--- config.mk ---
export PLATFORM = sky130hd
export DESIGN_NAME = timer_divider_factor_search
export DESIGN_NICKNAME = d
export VERILOG_FILES = /design/src/rtl/tdfs_pkg.sv /design/src/rtl/timer_divider_factor_search.sv /design/src/rtl/tdfs_ctrl.sv /design/src/rtl/tdfs_dp.sv
export SDC_FILE = /design/constraint.sdc
export NUM_CORES = 1
export LEC_CHECK = 0
export BUFFER_PORTS_ARGS = -buffer_cell sky130_fd_sc_hd__buf_4
export CORE_UTILIZATION = 30
export CTS_BUF_LIST = sky130_fd_sc_hd__clkbuf_4
export DETAILED_ROUTE_END_ITERATION = 8
export PLACE_DENSITY = 0.55
export SKIP_CTS_REPAIR_TIMING = 1
export SYNTH_ARGS = -nofsm -noshare
export SYNTH_HDL_FRONTEND = slang
export SYNTH_SLANG_ARGS = --single-unit
--- constraint.sdc ---
create_clock -name clk -period 9 [get_ports clk]
set_clock_uncertainty 0.2 [all_clocks]
set_input_delay 1.8 -clock clk [delete_from_list [all_inputs] [get_ports clk]]
set_output_delay 1.8 -clock clk [all_outputs]
set_load 0.01 [all_outputs]
--- src/rtl/tdfs_pkg.sv ---
// tdfs_pkg: shared constants, state enum and control structs of the
// timer divider factor search; used by every module in rtl/
package tdfs_pkg;

  // counter width of the timer reload register
  localparam int COUNTER_BITS = 16;
  // prescaler register width and number of prescaler values
  localparam int PSC_BITS = 16;
  localparam int P_W      = PSC_BITS + 1;
  localparam logic [P_W-1:0] PSC_MAX = P_W'(1) << PSC_BITS;

  // field widths
  localparam int TARGET_W = 34;
  localparam int CODE_W   = 2;
  localparam int REG_W    = 16;

  // coarse-divided target and rounded dividend widths
  localparam int D_W   = (COUNTER_BITS + PSC_BITS < TARGET_W) ?
                         COUNTER_BITS + PSC_BITS : TARGET_W;
  localparam int N_W   = D_W + 1;
  localparam int CNT_W = $clog2(N_W + 1);

  // log2 codes of the coarse divide
  localparam logic [CODE_W-1:0] CODE_DIV1 = 2'd0;
  localparam logic [CODE_W-1:0] CODE_DIV2 = 2'd1;
  localparam logic [CODE_W-1:0] CODE_DIV4 = 2'd2;

  typedef enum logic [2:0] {
    ST_IDLE,
    ST_PREP,
    ST_DIV,
    ST_EVAL,
    ST_OUT
  } state_t;

  // commands from controller to datapath
  typedef struct packed {
    logic load;      // capture target, set up scan
    logic init_div;  // start division for current prescaler
    logic step_div;  // one restoring division step
    logic eval;      // compare error, advance prescaler
    logic emit;      // present result item
  } cmd_t;

  // status from datapath to controller
  typedef struct packed {
    logic skip;      // zero target or divide too high
    logic div_done;  // quotient and remainder ready
    logic stop;      // zero error or last prescaler
  } stat_t;

endpackage

--- src/rtl/timer_divider_factor_search.sv ---
// timer_divider_factor_search: top level, joins controller and datapath
// depends on tdfs_pkg, tdfs_ctrl, tdfs_dp
//
//   channel  | handshake            | payload
//   ---------+----------------------+------------------------------------
//   input    | start & !busy        | target_div
//   result   | done (one cycle)     | clock_div_code, prescale_value,
//            |                      | reload_value, achieved_div, too_high
//
// each prescaler candidate passes through PREP, which forms the rounded
// dividend, DIV, the shared restoring divider (33 steps), and EVAL, which
// compares the error; an item scans up to 65536 candidates, their number
// set by the first prescaler and by how soon a zero error turns up
// zero or out-of-range targets go from PREP straight to OUT
// synchronous reset returns the controller to idle; done strobes once per
// item and cannot be held off by the receiver
module timer_divider_factor_search (
  input  logic                          clk,
  input  logic                          rst,
  input  logic                          start,
  output logic                          busy,
  input  logic [tdfs_pkg::TARGET_W-1:0] target_div,
  output logic                          done,
  output logic [tdfs_pkg::CODE_W-1:0]   clock_div_code,
  output logic [tdfs_pkg::REG_W-1:0]    prescale_value,
  output logic [tdfs_pkg::REG_W-1:0]    reload_value,
  output logic [tdfs_pkg::TARGET_W-1:0] achieved_div,
  output logic                          too_high
);
  import tdfs_pkg::*;

  cmd_t  cmd;
  stat_t stat;

  // sequencing
  tdfs_ctrl u_ctrl (
    .clk   (clk),
    .rst   (rst),
    .start (start),
    .stat  (stat),
    .cmd   (cmd),
    .busy  (busy)
  );

  // arithmetic and result registers
  tdfs_dp u_dp (
    .clk            (clk),
    .rst            (rst),
    .cmd            (cmd),
    .target_div     (target_div),
    .stat           (stat),
    .done           (done),
    .clock_div_code (clock_div_code),
    .prescale_value (prescale_value),
    .reload_value   (reload_value),
    .achieved_div   (achieved_div),
    .too_high       (too_high)
  );

endmodule

--- src/rtl/tdfs_ctrl.sv ---
// tdfs_ctrl: sequencing state machine of the factor search
// depends on tdfs_pkg
module tdfs_ctrl (
  input  logic          clk,
  input  logic          rst,
  input  logic          start,
  input  tdfs_pkg::stat_t stat,
  output tdfs_pkg::cmd_t  cmd,
  output logic          busy
);
  import tdfs_pkg::*;

  state_t state;
  state_t state_next;

  // state register
  always_ff @(posedge clk) begin
    if (rst) begin
      state <= ST_IDLE;
    end else begin
      state <= state_next;
    end
  end

  // next state and commands
  always_comb begin
    state_next = state;
    cmd        = '0;
    busy       = 1'b1;
    case (state)
      ST_IDLE: begin
        busy = 1'b0;
        if (start) begin
          cmd.load   = 1'b1;
          state_next = ST_PREP;
        end
      end
      ST_PREP: begin
        if (stat.skip) begin
          state_next = ST_OUT;
        end else begin
          cmd.init_div = 1'b1;
          state_next   = ST_DIV;
        end
      end
      ST_DIV: begin
        if (stat.div_done) begin
          state_next = ST_EVAL;
        end else begin
          cmd.step_div = 1'b1;
        end
      end
      ST_EVAL: begin
        cmd.eval   = 1'b1;
        state_next = stat.stop ? ST_OUT : ST_PREP;
      end
      ST_OUT: begin
        cmd.emit   = 1'b1;
        state_next = ST_IDLE;
      end
      default: begin
        state_next = ST_IDLE;
      end
    endcase
  end

endmodule

--- src/rtl/tdfs_dp.sv ---
// tdfs_dp: datapath of the factor search: coarse divide, shared
// restoring divider, best-candidate tracking and result registers
// depends on tdfs_pkg
module tdfs_dp (
  input  logic                          clk,
  input  logic                          rst,
  input  tdfs_pkg::cmd_t                cmd,
  input  logic [tdfs_pkg::TARGET_W-1:0] target_div,
  output tdfs_pkg::stat_t               stat,
  output logic                          done,
  output logic [tdfs_pkg::CODE_W-1:0]   clock_div_code,
  output logic [tdfs_pkg::REG_W-1:0]    prescale_value,
  output logic [tdfs_pkg::REG_W-1:0]    reload_value,
  output logic [tdfs_pkg::TARGET_W-1:0] achieved_div,
  output logic                          too_high
);
  import tdfs_pkg::*;

  // per-item registers
  logic [CODE_W-1:0] code;
  logic [D_W-1:0]    d;
  logic [P_W-1:0]    p;
  logic              skip_zero;
  logic              skip_high;

  // divider registers
  logic [N_W-1:0]    quo;
  logic [P_W-1:0]    rem;
  logic [CNT_W-1:0]  cnt;

  // best candidate
  logic [P_W-1:0]    best_p;
  logic [P_W-1:0]    best_err;
  logic [N_W-1:0]    best_q;
  logic [N_W-1:0]    best_prod;

  // coarse divide from the input target
  logic [TARGET_W-1:0] coarse_m1;
  logic [CODE_W-1:0]   code_in;
  logic [TARGET_W-1:0] d_full;
  logic [D_W-1:0]      d_in;
  logic [D_W-1:0]      p_pre;
  logic [P_W-1:0]      p_first;

  always_comb begin
    coarse_m1 = target_div >> (COUNTER_BITS + PSC_BITS);
    case (coarse_m1[1:0])
      2'd0:    code_in = CODE_DIV1;
      2'd1:    code_in = CODE_DIV2;
      default: code_in = CODE_DIV4;
    endcase
    d_full = target_div >> code_in;
    d_in   = d_full[D_W-1:0];
    p_pre  = d_in >> COUNTER_BITS;
    if (p_pre >= D_W'(PSC_MAX)) begin
      p_first = PSC_MAX;
    end else begin
      p_first = p_pre[P_W-1:0] + P_W'(1);
    end
  end

  // rounded dividend and restoring step
  logic [P_W-2:0] half;
  logic [N_W-1:0] n_cur;
  logic [P_W:0]   rem_sh;
  logic           fits;

  assign half   = p[P_W-1:1];
  assign n_cur  = {1'b0, d} + N_W'(half);
  assign rem_sh = {rem, quo[N_W-1]};
  assign fits   = rem_sh >= {1'b0, p};

  // error of the current candidate: |half - remainder|
  logic [P_W-1:0] half_ext;
  logic [P_W-1:0] err;
  logic [N_W-1:0] prod;

  assign half_ext = {1'b0, half};
  assign err      = (half_ext >= rem) ? half_ext - rem : rem - half_ext;
  assign prod     = n_cur - N_W'(rem);

  // status
  assign stat.skip     = skip_zero | skip_high;
  assign stat.div_done = (cnt == '0);
  assign stat.stop     = (err == '0) || (p == PSC_MAX);

  // item setup, division and scan
  always_ff @(posedge clk) begin
    if (cmd.load) begin
      code      <= code_in;
      d         <= d_in;
      p         <= p_first;
      skip_zero <= (target_div == '0);
      skip_high <= (coarse_m1 > TARGET_W'(3));
      best_err  <= '1;
      best_p    <= p_first;
      best_q    <= '0;
      best_prod <= '0;
    end
    if (cmd.init_div) begin
      quo <= n_cur;
      rem <= '0;
      cnt <= CNT_W'(N_W);
    end
    if (cmd.step_div) begin
      quo <= {quo[N_W-2:0], fits};
      rem <= fits ? rem_sh[P_W-1:0] - p : rem_sh[P_W-1:0];
      cnt <= cnt - CNT_W'(1);
    end
    if (cmd.eval) begin
      if (err < best_err) begin
        best_err  <= err;
        best_p    <= p;
        best_q    <= quo;
        best_prod <= prod;
      end
      p <= p + P_W'(1);
    end
  end

  // result registers
  logic [P_W-1:0]      psc_m1;
  logic [N_W-1:0]      cnt_m1;
  logic [N_W+1:0]      ach_full;

  assign psc_m1   = best_p - P_W'(1);
  assign cnt_m1   = best_q - N_W'(1);
  assign ach_full = {2'b00, best_prod} << code;

  always_ff @(posedge clk) begin
    if (rst) begin
      done <= 1'b0;
    end else begin
      done <= cmd.emit;
    end
  end

  always_ff @(posedge clk) begin
    if (cmd.emit) begin
      too_high <= skip_high;
      if (skip_zero || skip_high) begin
        clock_div_code <= '0;
        prescale_value <= '0;
        reload_value   <= '0;
        achieved_div   <= '0;
      end else begin
        clock_div_code <= code;
        prescale_value <= psc_m1[REG_W-1:0];
        reload_value   <= cnt_m1[REG_W-1:0];
        achieved_div   <= ach_full[TARGET_W-1:0];
      end
    end
  end

endmodule
Yosys cells after proc, flatten, opt, wreduce, memory -nomap -nowiden
Cells that the tools add are included.

Word-level logic and storage cells: 93. Register bits: 282.

$add $sub $neg: 10. Reductions and logical operators: 10. Multiplexer cells: 38. Order comparisons: 5. Eq/ne operators: 8. Shift operators: 2. Bitwise logic cells: 1.

Operators by type and width (count): 33-bit two-way mux (8); 17-bit two-way mux (13); 34-bit zero test (1); 33-bit by 2-bit << shifter with 34-bit output (1); 34-bit by 2-bit right shift with 32-bit output (1); 32-bit by 16-bit adder with 33-bit output (1); 33-bit by 17-bit subtractor with 33-bit output (1); 16-bit by 1-bit subtractor with 16-bit output (second input constant) (2); 18-bit by 17-bit greater-or-equal comparator with 1-bit output (1); 16-bit by 1-bit adder with 17-bit output (second input constant) (1); 17-bit by 1-bit adder with 17-bit output (second input constant) (1); 17-bit == test (second input constant) (1); 16-bit by 17-bit greater-or-equal comparator with 1-bit output (1); 16-bit by 17-bit greater-or-equal comparator with 1-bit output (second input constant) (1); 17-bit zero test (1); 17-bit < comparator (1); 16-bit by 17-bit subtractor with 17-bit output (1); 17-bit by 16-bit subtractor with 17-bit output (1); 17-bit subtractor (1); 3-bit two-way mux (4); 6-bit two-way mux (2); 3-bit one-hot mux with 4 select lines (1); 1-bit two-way mux (9); 3-bit by 2-bit == test with 1-bit output (second input constant) (2); 14 further kinds (17).

Depth between registers and ports, before layout
Gate-level depths: netlist of run 1.

Depth in word-level cells: 8. Gate-level depth with buffers: 25. Depth with buffers taken out: 20.

Hierarchy
A second synthesis of run 1 with hierarchy kept.

Cells, all modules: 1750. Area total of the unflattened synthesis: 17105.2 um^2.

By module, submodules not included: tdfs_dp (times used 1, cells an instance 1729, seq. area each 6946.7 um^2, area an instance 16892.5 um^2); tdfs_ctrl (times used 1, cells an instance 21, seq. area each 60.1 um^2, area an instance 212.7 um^2).

Least setup slack after synthesis of run 1
No wires, ideal clock.

Kind: register to register. From: register u_ctrl.state[2]. To: register u_dp.achieved_div[0] in the netlist's numbering (enable). Slack: 2768 ps. Data arrival time: 5439 ps. Setup time: 593 ps. Required time: 8207 ps. Clock period less this slack: 6232 ps. Cell stages (with the launch flop): 2. Path buffers: 0. Cell sequence: dfxtp_1 -> nor3b_1.

RTL lines: start: declaration (line tdfs_ctrl.sv:13) `state_t state;`; start signal: assignment (line tdfs_ctrl.sv:21) `state <= state_next;`; end signal: assignment (line tdfs_dp.sv:150) `achieved_div <= ach_full[TARGET_W-1:0];`; end: declaration (line tdfs_dp.sv:14) `output logic [tdfs_pkg::TARGET_W-1:0] achieved_div,`.

Worst setup path in the final report of run 1
From: register u_dp.p[2]. To: register u_dp.best_prod[32].

Word-level cells in the longest chain between the ends: 5. Elaborated cells between the ends (all ways): 9. Classes of those cells: add/sub: 4; order compare: 2; mux: 3.

RTL lines: start: declaration (line tdfs_dp.sv:22) `logic [P_W-1:0] p;`; start signal: assignment (line tdfs_dp.sv:92) `p <= p_first;`; start signal: assignment (line tdfs_dp.sv:117) `p <= p + P_W'(1);`; branches (longest 3 deep; another with 32-bit by 16-bit adder with 33-bit output); 33-bit two-way mux (*) (line tdfs_dp.sv:111) `if (err < best_err) begin`; 33-bit two-way mux (*) (line tdfs_dp.sv:110) `if (cmd.eval) begin`; end signal: assignment (line tdfs_dp.sv:115) `best_prod <= prod;`; end: declaration (line tdfs_dp.sv:35) `logic [N_W-1:0] best_prod;`.

Every way passes the cells marked *. A chain may end at the register's enable or synchronous reset.

==> results by group, run 1 <==
Logic synthesis
  • Post-synth EDFFs: 176
  • Area contributors post-synth: edfxtp_1, dfxtp_1, ha_1
  • Syn. warnings: 0
  • Syn_nets: 1,987
  • Post-synthesis cell area: 17,100 µm²
  • Syn Inst Count: 1,855
  • Ys async rst share: 0%
  • Most used DFF post-synth: edfxtp_1
  • Yosys top cell area share: 30.9%
  • Post-synth top area cell: edfxtp_1
  • Avg Cell Area, Syn: 9.23 µm²
  • #FFs+latches synth: 262
  • Synth unique cells: 78
  • Register area share after synthesis: 40.9%

Worst setup path
  • WP data arrival: 6690 ps
  • Max FO, Critical Path: 8
  • WP data required: 9470 ps
  • R2r worst-path depth: 17
  • Critical Path Source Type: flop
  • Critical Path Sink Type: flop
  • Worst setup path category: flop to flop

STA
  • Final setup fails: 0
  • TNS Setup: 0 ps
  • Crit share post-route: 69.1%
  • Slew at the pin with the worst max-slew slack: 1060 ps
  • Peak Freq: 161 MHz
  • Tmin final: 6220 ps
  • Hold slack: 258 ps
  • Slew HR: 29.2%
  • Pins Over Slew Limit: 0
  • RSZ-0062 raised after global routing: false
  • Final hold violation count: 0

Run status
  • Status: finished, violations left
  • Failing checks: DRC

Global routing
  • Largest net degree at the start of global routing: 94
  • Initial antenna violation count: 1
  • Vias in the first global route: 13,571
  • Grt ovf: 0
  • Global-route wire length before repair: 82,100 µm
  • GRT Util Overall: 18.7%

Routing
  • Routed Antenna Nets: 0
  • Drt wl/cell: 19.6 µm
  • Iteration-0 DRC Markers: 1,189
  • Via count: 14,556
  • 1st-pass router iterations: 8
  • Drt via density: 5.24
  • Total wire length: 54,600 µm
  • # DRC: 2

CTS
  • Clk slew on worst S/H paths: 70 ps
  • CTS tree: yes
  • Root buf cell: clkbuf_4
  • Clk buf depth: 3
  • # clock sinks: 262
  • Num CTS Buffers: 76
  • Worst skew pair latency: 820 ps
  • H-tree levels: 3

Floorplanning
  • Area of the die: 58,000 µm²
  • Die Span X: 241 µm
  • Core Footprint: 56,400 µm²
  • # rows: 87
  • Initial Util: 30.4%
  • Die height: 241 µm
  • # IOs: 108

Cells and area
  • Nets: 2,089
  • Fraction of layout cells with a size suffix above 1: 15.1%
  • Final core utilization: 34.8%
  • Layout area overhead: 14.5%

Placement
  • Port Buf Inserts: 106
  • Routability cong.: 1.04
  • Post-DP HPWL: 42,100 µm

Run
  • Number of max-cap violations: 0

Min path
  • HP Class: flop to flop
  • Worst hold stages: 2

Power and ir drop
  • Leak: 7.77 nW
  • Maximum VDD drop: 0.0915 mV
  • Pwr per Cell Area: 257 nW/µm²
[flip-flops by register name, summed over array words and instances (netlist names), 17 cells and up]
name,count
u_dp.quo,33
u_dp.rem,17
u_dp.d,32
u_dp.achieved_div,34
u_dp.best_prod,33
u_dp.best_err,17
u_dp.p,17
[critical path, stage by stage (launching register included)]
cell and delay (ps):
edfxtp_1 610, inv_1 280, fa_1 510, nand2b_1 280
a21oi_1 250, and2b_1 230, o21ai_0 220, xor2_1 520
ha_1 430, and2_1 230, a221oi_1 240, o21ai_0 300
a21oi_1 360, o21ai_0 340, nor4_4 520, a31oi_1 140
a311oi_1 370, nor2_1 60
[cell usage after synthesis (4+ instances only)]
library cell / n
a211oi_1: 23
a221oi_1: 5
nand3_1: 81
nor4_1: 23
and2_1: 9
o21bai_1: 13
clkbuf_1: 65
o31ai_1: 12
a21o_1: 17
o21ai_1: 7
ha_1: 90
mux2i_1: 54
o211ai_1: 21
o21ai_0: 124
a21boi_0: 6
xor2_1: 43
mux2_2: 5
nand2b_1: 21
or2_2: 5
nor2_1: 164
dfxtp_1: 86
nand4b_1: 6
buf_1: 17
a22oi_1: 5
xnor2_1: 86
o21a_1: 11
o31a_1: 4
nand4_1: 22
a31oi_1: 23
and3_1: 10
nor3_1: 32
edfxtp_1: 176
nor2b_1: 43
nand2_1: 208
buf_4: 4
fa_1: 5
or3_1: 11
a21oi_1: 124
inv_1: 102
buf_2: 9
and4_1: 4
mux4_2: 26
[placed cells by master (no fill, tap or decap), types with 21 or more instances in the layout]
master / n
nor3_1: 32
mux2i_1: 54
nand4_1: 22
inv_1: 102
buf_4: 119
clkbuf_4: 115
nor2_1: 164
o21ai_0: 124
nand3_1: 81
nand2_1: 207
xor2_1: 43
o211ai_1: 21
xnor2_1: 86
ha_1: 90
dfxtp_1: 86
a211oi_1: 22
a31oi_1: 23
edfxtp_1: 176
a21oi_1: 123
nor4_1: 23
mux4_2: 26
nor2b_1: 43
nand2b_1: 21
[final cells by class]
class,instances,area [µm²]
multi-input combinational,1395,9370
antenna,2,5.00
tap,756,946
clock buffer,115,863
fill,5913,36800
timing repair buffer,119,893
clock inverter,26,129
inverter,103,387
sequential,262,7010
[final timing paths]
path,from,endpoint,slack [ps]
worst max-delay path,u_dp.p[2]$_DFFE_PP_,u_dp.best_prod[32]$_DFF_P_,2780
worst min-delay path,u_dp.quo[8]$_DFFE_PP_,u_dp.best_q[8]$_DFF_P_,260
worst max register to register,u_dp.p[2]$_DFFE_PP_,u_dp.best_prod[32]$_DFF_P_,2780
worst min register to register,u_dp.quo[8]$_DFFE_PP_,u_dp.best_q[8]$_DFF_P_,260
[cells by family (layout without fill, tap and decap cells)]
group | Yosys count | after routing | share of synthesized area [%]
muxes | 85 | 85 | 6.91
xor gates and xnor gates | 129 | 129 | 6.60
DFF | 262 | 262 | 40.9
other | 1 | 3 | 0.0219
and+or+nand+nor | 659 | 659 | 18.3
adders and majority gates | 95 | 95 | 7.16
buffers and inverters | 198 | 363 | 4.49
AOI/OAI and AO/OA | 426 | 426 | 15.5
[report_power, final]
| group | switching [mW] | internal (mW) |
|---|---|---|
| logic | 1.38 | 0.786 |
| registers | 0.184 | 1.53 |
| clock network | 0.557 | 0.592 |
| total | 2.13 | 2.90 |
[stage by stage]
step,power (mW),instances,worst slack (ps),instance area [µm²]
after detailed placement,3.87,2635,2880,18600
after CTS,5.05,2776,2850,19600
after global routing,5.34,2777,2330,19600
final,5.03,2778,2780,19600
after floorplan,3.15,1855,2770,17100
after global placement,3.87,2635,2890,18600
[routing by layer]
layer / wire length, µm / GRT usage, % / up-vias
met2: 23900 / 28.6 / 541
met1: 25700 / 26.3 / 6999
met3: 4020 / 3.67 / 70
met4: 1050 / 5.96 / 0
li1: - / - / 6946
met5: 0 / 0 / -
Note: power is estimated with default switching activity, not from simulation.
==> inputs of run 2 (changes only) <==
--- a/config.mk
+++ b/config.mk
@@ -5,6 +5,7 @@
 export SDC_FILE = /design/constraint.sdc
 export NUM_CORES = 1
 export LEC_CHECK = 0
+export ABC_AREA = 1
 export BUFFER_PORTS_ARGS = -buffer_cell sky130_fd_sc_hd__buf_4
 export CORE_UTILIZATION = 30
 export CTS_BUF_LIST = sky130_fd_sc_hd__clkbuf_4
==> constraint.sdc (replaced) <==
create_clock -name clk -period 6.4 [get_ports clk]
set_clock_uncertainty 0.2 [all_clocks]
set_input_delay 1.28 -clock clk [delete_from_list [all_inputs] [get_ports clk]]
set_output_delay 1.28 -clock clk [all_outputs]
set_load 0.01 [all_outputs]
==> run 2 against run 1 <==
The run still ends with DRC left. Final cell count grew 20%. Critical path depth increased by 4. Maximum frequency is 23% higher. Utilization down 0.051 points. First-iteration DRC count is 7.6% higher. Via count grew 13%. Setup slack worse by 1400 ps. Critical path type unchanged. Critical endpoint is now u_dp.best_prod[25]$_DFF_P_.
==> results by group, run 2 <==
STA
  • Hold slack: 270 ps (+12.1 ps)
  • Final setup fails: 0 (unchanged)
  • Slew HR: 32.4% (+3.2 points)
  • TNS Setup: 0 ps (unchanged)
  • Pins Over Slew Limit: 0 (unchanged)
  • Peak Freq: 198 MHz (+23%)
  • RSZ-0062 raised after global routing: false
  • Tmin final: 5050 ps (-1170 ps)
  • Slew at the pin with the worst max-slew slack: 1010 ps (-45.2 ps)
  • Final hold violation count: 0 (unchanged)
  • Crit share post-route: 78.9% (+9.8 points)

Floorplanning
  • Initial Util: 30.4% (+0.041 points)
  • # IOs: 108 (unchanged)
  • Area of the die: 60,900 µm² (+5.0%)
  • Core Footprint: 59,100 µm² (+4.9%)
  • Die height: 247 µm (+2.5%)
  • # rows: 89 (+2.3%)
  • Die Span X: 247 µm (+2.5%)

CTS
  • Worst skew pair latency: 850 ps (+30 ps)
  • Num CTS Buffers: 78 (+2.6%)
  • Clk buf depth: 3 (unchanged)
  • Root buf cell: clkbuf_4
  • CTS tree: yes
  • Clk slew on worst S/H paths: 60 ps (about the same)
  • # clock sinks: 262 (unchanged)
  • H-tree levels: 3 (unchanged)

Worst setup path
  • R2R Path Start: u_dp.p[3]$_DFFE_PP_
  • WP data arrival: 5560 ps (-1130 ps)
  • R2R Setup Slk: 1350 ps (-1430 ps)
  • Critical Path Sink Type: flop
  • R2r worst-path depth: 21 (+4)
  • Critical Path Source Type: flop
  • Max FO, Critical Path: 110 (+102)
  • Reg-to-Reg End: u_dp.best_prod[25]$_DFF_P_
  • Worst setup path category: flop to flop
  • WP data required: 6910 ps (-2560 ps)

Cells and area
  • Fraction of layout cells with a size suffix above 1: 13.3% (-1.8 points)
  • Layout area overhead: 14.2%
  • Most frequent cells in the layout: nand2_1, inv_1, nor2_1
  • Max reg flops: 34 (unchanged)
  • Nets: 2,623 (+26%)
  • Most common cell after layout, fill and taps aside: nand2_1
  • Biggest regs: u_dp.achieved_div: 34 flops, u_dp.best_prod: 33 flops, u_dp.quo: 33 flops
  • Largest reg by FF count: u_dp.achieved_div
  • Finished Layout Cells: 3,326 (+20%)

Global routing
  • Global-route wire length before repair: 88,900 µm (+8.3%)
  • Largest net degree at the start of global routing: 111 (+18%)
  • Grt ovf: 0 (unchanged)
  • GRT Util Overall: 18.9% (+0.24 points)
  • Vias in the first global route: 15,374 (+13%)
  • Initial antenna violation count: 3 (+2)

Placement
  • Port Buf Inserts: 106 (unchanged)
  • Routability cong.: 0.954 (-8.6%)
  • Post-DP HPWL: 45,300 µm (+7.7%)
  • Placed cell count: 3,184 (+21%)

Run status
  • Status: finished, violations left
  • Failing checks: DRC

Logic synthesis
  • Syn. warnings: 0 (unchanged)
  • Synth unique cells: 65 (-17%)
  • Register area share after synthesis: 39.0% (-2.0 points)
  • Post-synth top area cell: edfxtp_1
  • Avg Cell Area, Syn: 7.58 µm² (-18%)
  • Syn_nets: 2,504 (+26%)
  • Yosys top cell area share: 29.4% (-1.5 points)
  • Post-synthesis cell area: 18,000 µm² (+5.0%)
  • Area contributors post-synth: edfxtp_1, nand2_1, dfxtp_1
  • Ys async rst share: 0% (unchanged)
  • Syn Inst Count: 2,372 (+28%)
  • Most common library cells after synthesis: nand2_1, inv_1, nor2_1
  • Most used DFF post-synth: edfxtp_1
  • Post-synth EDFFs: 176 (unchanged)
  • #FFs+latches synth: 262 (unchanged)
  • Most common cell in the synthesized netlist: nand2_1

Power and ir drop
  • Maximum VDD drop: 0.112 mV (+23%)
  • Internal Power: 3.98 mW (+37%)
  • Comb pwr share: 42.6% (-0.6 points)
  • Net Sw Power: 2.97 mW (+40%)
  • Sequential share of power: 33.3% (-0.7 points)
  • Leak: 9.22 nW (+19%)
  • Sw Ratio: 42.7% (+0.47 points)
  • Clock power share: 24.1% (+1.3 points)
  • Pwr per Cell Area: 339 nW/µm² (+32%)

Run
  • Number of max-cap violations: 0 (unchanged)

Routing
  • Total wire length: 57,600 µm (+5.6%)
  • Drt via density: 4.93 (-5.8%)
  • 1st-pass router iterations: 7 (-1)
  • Iteration-0 DRC Markers: 1,279 (+7.6%)
  • # DRC: 14 (+12)
  • Via count: 16,412 (+13%)
  • Routed Antenna Nets: 0 (unchanged)
  • Drt wl/cell: 17.3 µm (-12%)

Min path
  • Worst hold stages: 2 (unchanged)
  • Hold Crit Endpoint: u_dp.best_prod[30]$_DFF_P_
  • HP Class: flop to flop
  • Hold_sp: u_dp.best_prod[30]$_DFF_P_
[run 2: changes by cell type in the layout (fill, tap and decap cells not counted), sizes merged, moves of 23 or more]
cell / before / now
o22ai: 3 / 38
inv: 108 / 357
xnor2: 86 / 18
a211oi: 24 / 1
o21ai: 133 / 196
mux4: 26 / 0
nor2b: 43 / 0
nand3: 81 / 158
mux2i: 54 / 16
nor2: 165 / 198
xor2: 43 / 75
nand2: 208 / 581
[run 2: worst max path at each step]
stage / start / end / slack (ps) / depth (start not counted)
2_1_floorplan: u_ctrl.state[2]$_SDFFE_PP0P_ / u_dp.achieved_div[0]$_SDFFCE_PP0P_ / 610 / 2
3_3_place_gp: u_dp.p[13]$_DFFE_PP_ / u_dp.best_prod[22]$_DFF_P_ / 1410 / 18
3_5_place_dp: u_dp.p[13]$_DFFE_PP_ / u_dp.best_prod[22]$_DFF_P_ / 1370 / 18
4_1_cts: u_dp.rem[12]$_SDFFCE_PN0P_ / u_dp.best_prod[22]$_DFF_P_ / 1380 / 19
5_1_grt: u_dp.rem[0]$_SDFFCE_PN0P_ / u_dp.best_p[13]$_DFF_P_ / 930 / 22
6_report: u_dp.p[3]$_DFFE_PP_ / u_dp.best_prod[25]$_DFF_P_ / 1350 / 21
[run 2: worst max-delay path, stage by stage, from the launching register on]
cell	delay, ps
edfxtp_1	550
ha_1	550
nand2_2	140
o21ai_0	590
nand2_1	160
nand2_1	160
nand2_1	60
nand2_1	80
inv_1	60
nor2_1	100
nor2_1	100
ha_1	280
inv_1	40
nor3_1	370
o31ai_1	170
nand2_1	110
a21oi_1	90
nand3_4	310
buf_12	380
o21ai_0	180
nand2_1	100
inv_1	30
[run 2: through the flow]
stage / util (%) / power (mW) / setup WS, ps / cell area [µm²]
6_report: 34.7 / 6.96 / 1350 / 20500
5_1_grt: 34.7 / 7.48 / 930 / 20500
4_1_cts: 34.7 / 6.99 / 1380 / 20500
3_5_place_dp: 33.0 / 5.27 / 1370 / 19500
3_3_place_gp: 33.0 / 5.26 / 1410 / 19500
2_1_floorplan: - / 4.40 / 606 / 18000
[run 2: final cells by class]
| cell class | instances | area (µm²) |
|---|---|---|
| timing repair buffer | 117 | 891 |
| sequential | 262 | 7010 |
| multi-input combinational | 1671 | 9260 |
| fill | 6221 | 38600 |
| antenna | 4 | 10.0 |
| inverter | 361 | 1360 |
| tap | 773 | 967 |
| clock inverter | 22 | 154 |
| clock buffer | 116 | 871 |
[run 2: logic make-up after synthesis]
logic type               synth area share, %
AND/OR/NAND/NOR                         25.2
multiplexers                           0.891
AO/OA/AOI/OAI                           13.8
flip-flops                              39.0
XOR/XNOR                                4.61
other                                 0.0209
buffers and inverters                   9.65
adder cells (fa/ha/maj)                 6.82
[run 2: per-layer routing]
| metal | share of wire (%) | wire length (µm) | GRT usage (%) | up-vias |
|---|---|---|---|---|
| met1 | 48 | 27800 | 27.2 | 7592 |
| met5 | 0 | 0 | 0 | - |
| met4 | 1.9 | 1110 | 5.81 | 0 |
| li1 | - | - | - | 8162 |
| met2 | 43 | 24800 | 28.5 | 583 |
| met3 | 6.9 | 3950 | 3.38 | 75 |
[run 2: power by group through the flow]
stage | registers (mW) | logic [mW] | clock network (mW)
finish | 2.32 | 2.96 | 1.68
global route | 2.34 | 3.33 | 1.82
CTS | 2.31 | 2.95 | 1.73
detailed placement | 2.34 | 2.93 | 0
global placement | 2.34 | 2.92 | 0
floorplan | 2.27 | 2.12 | 0
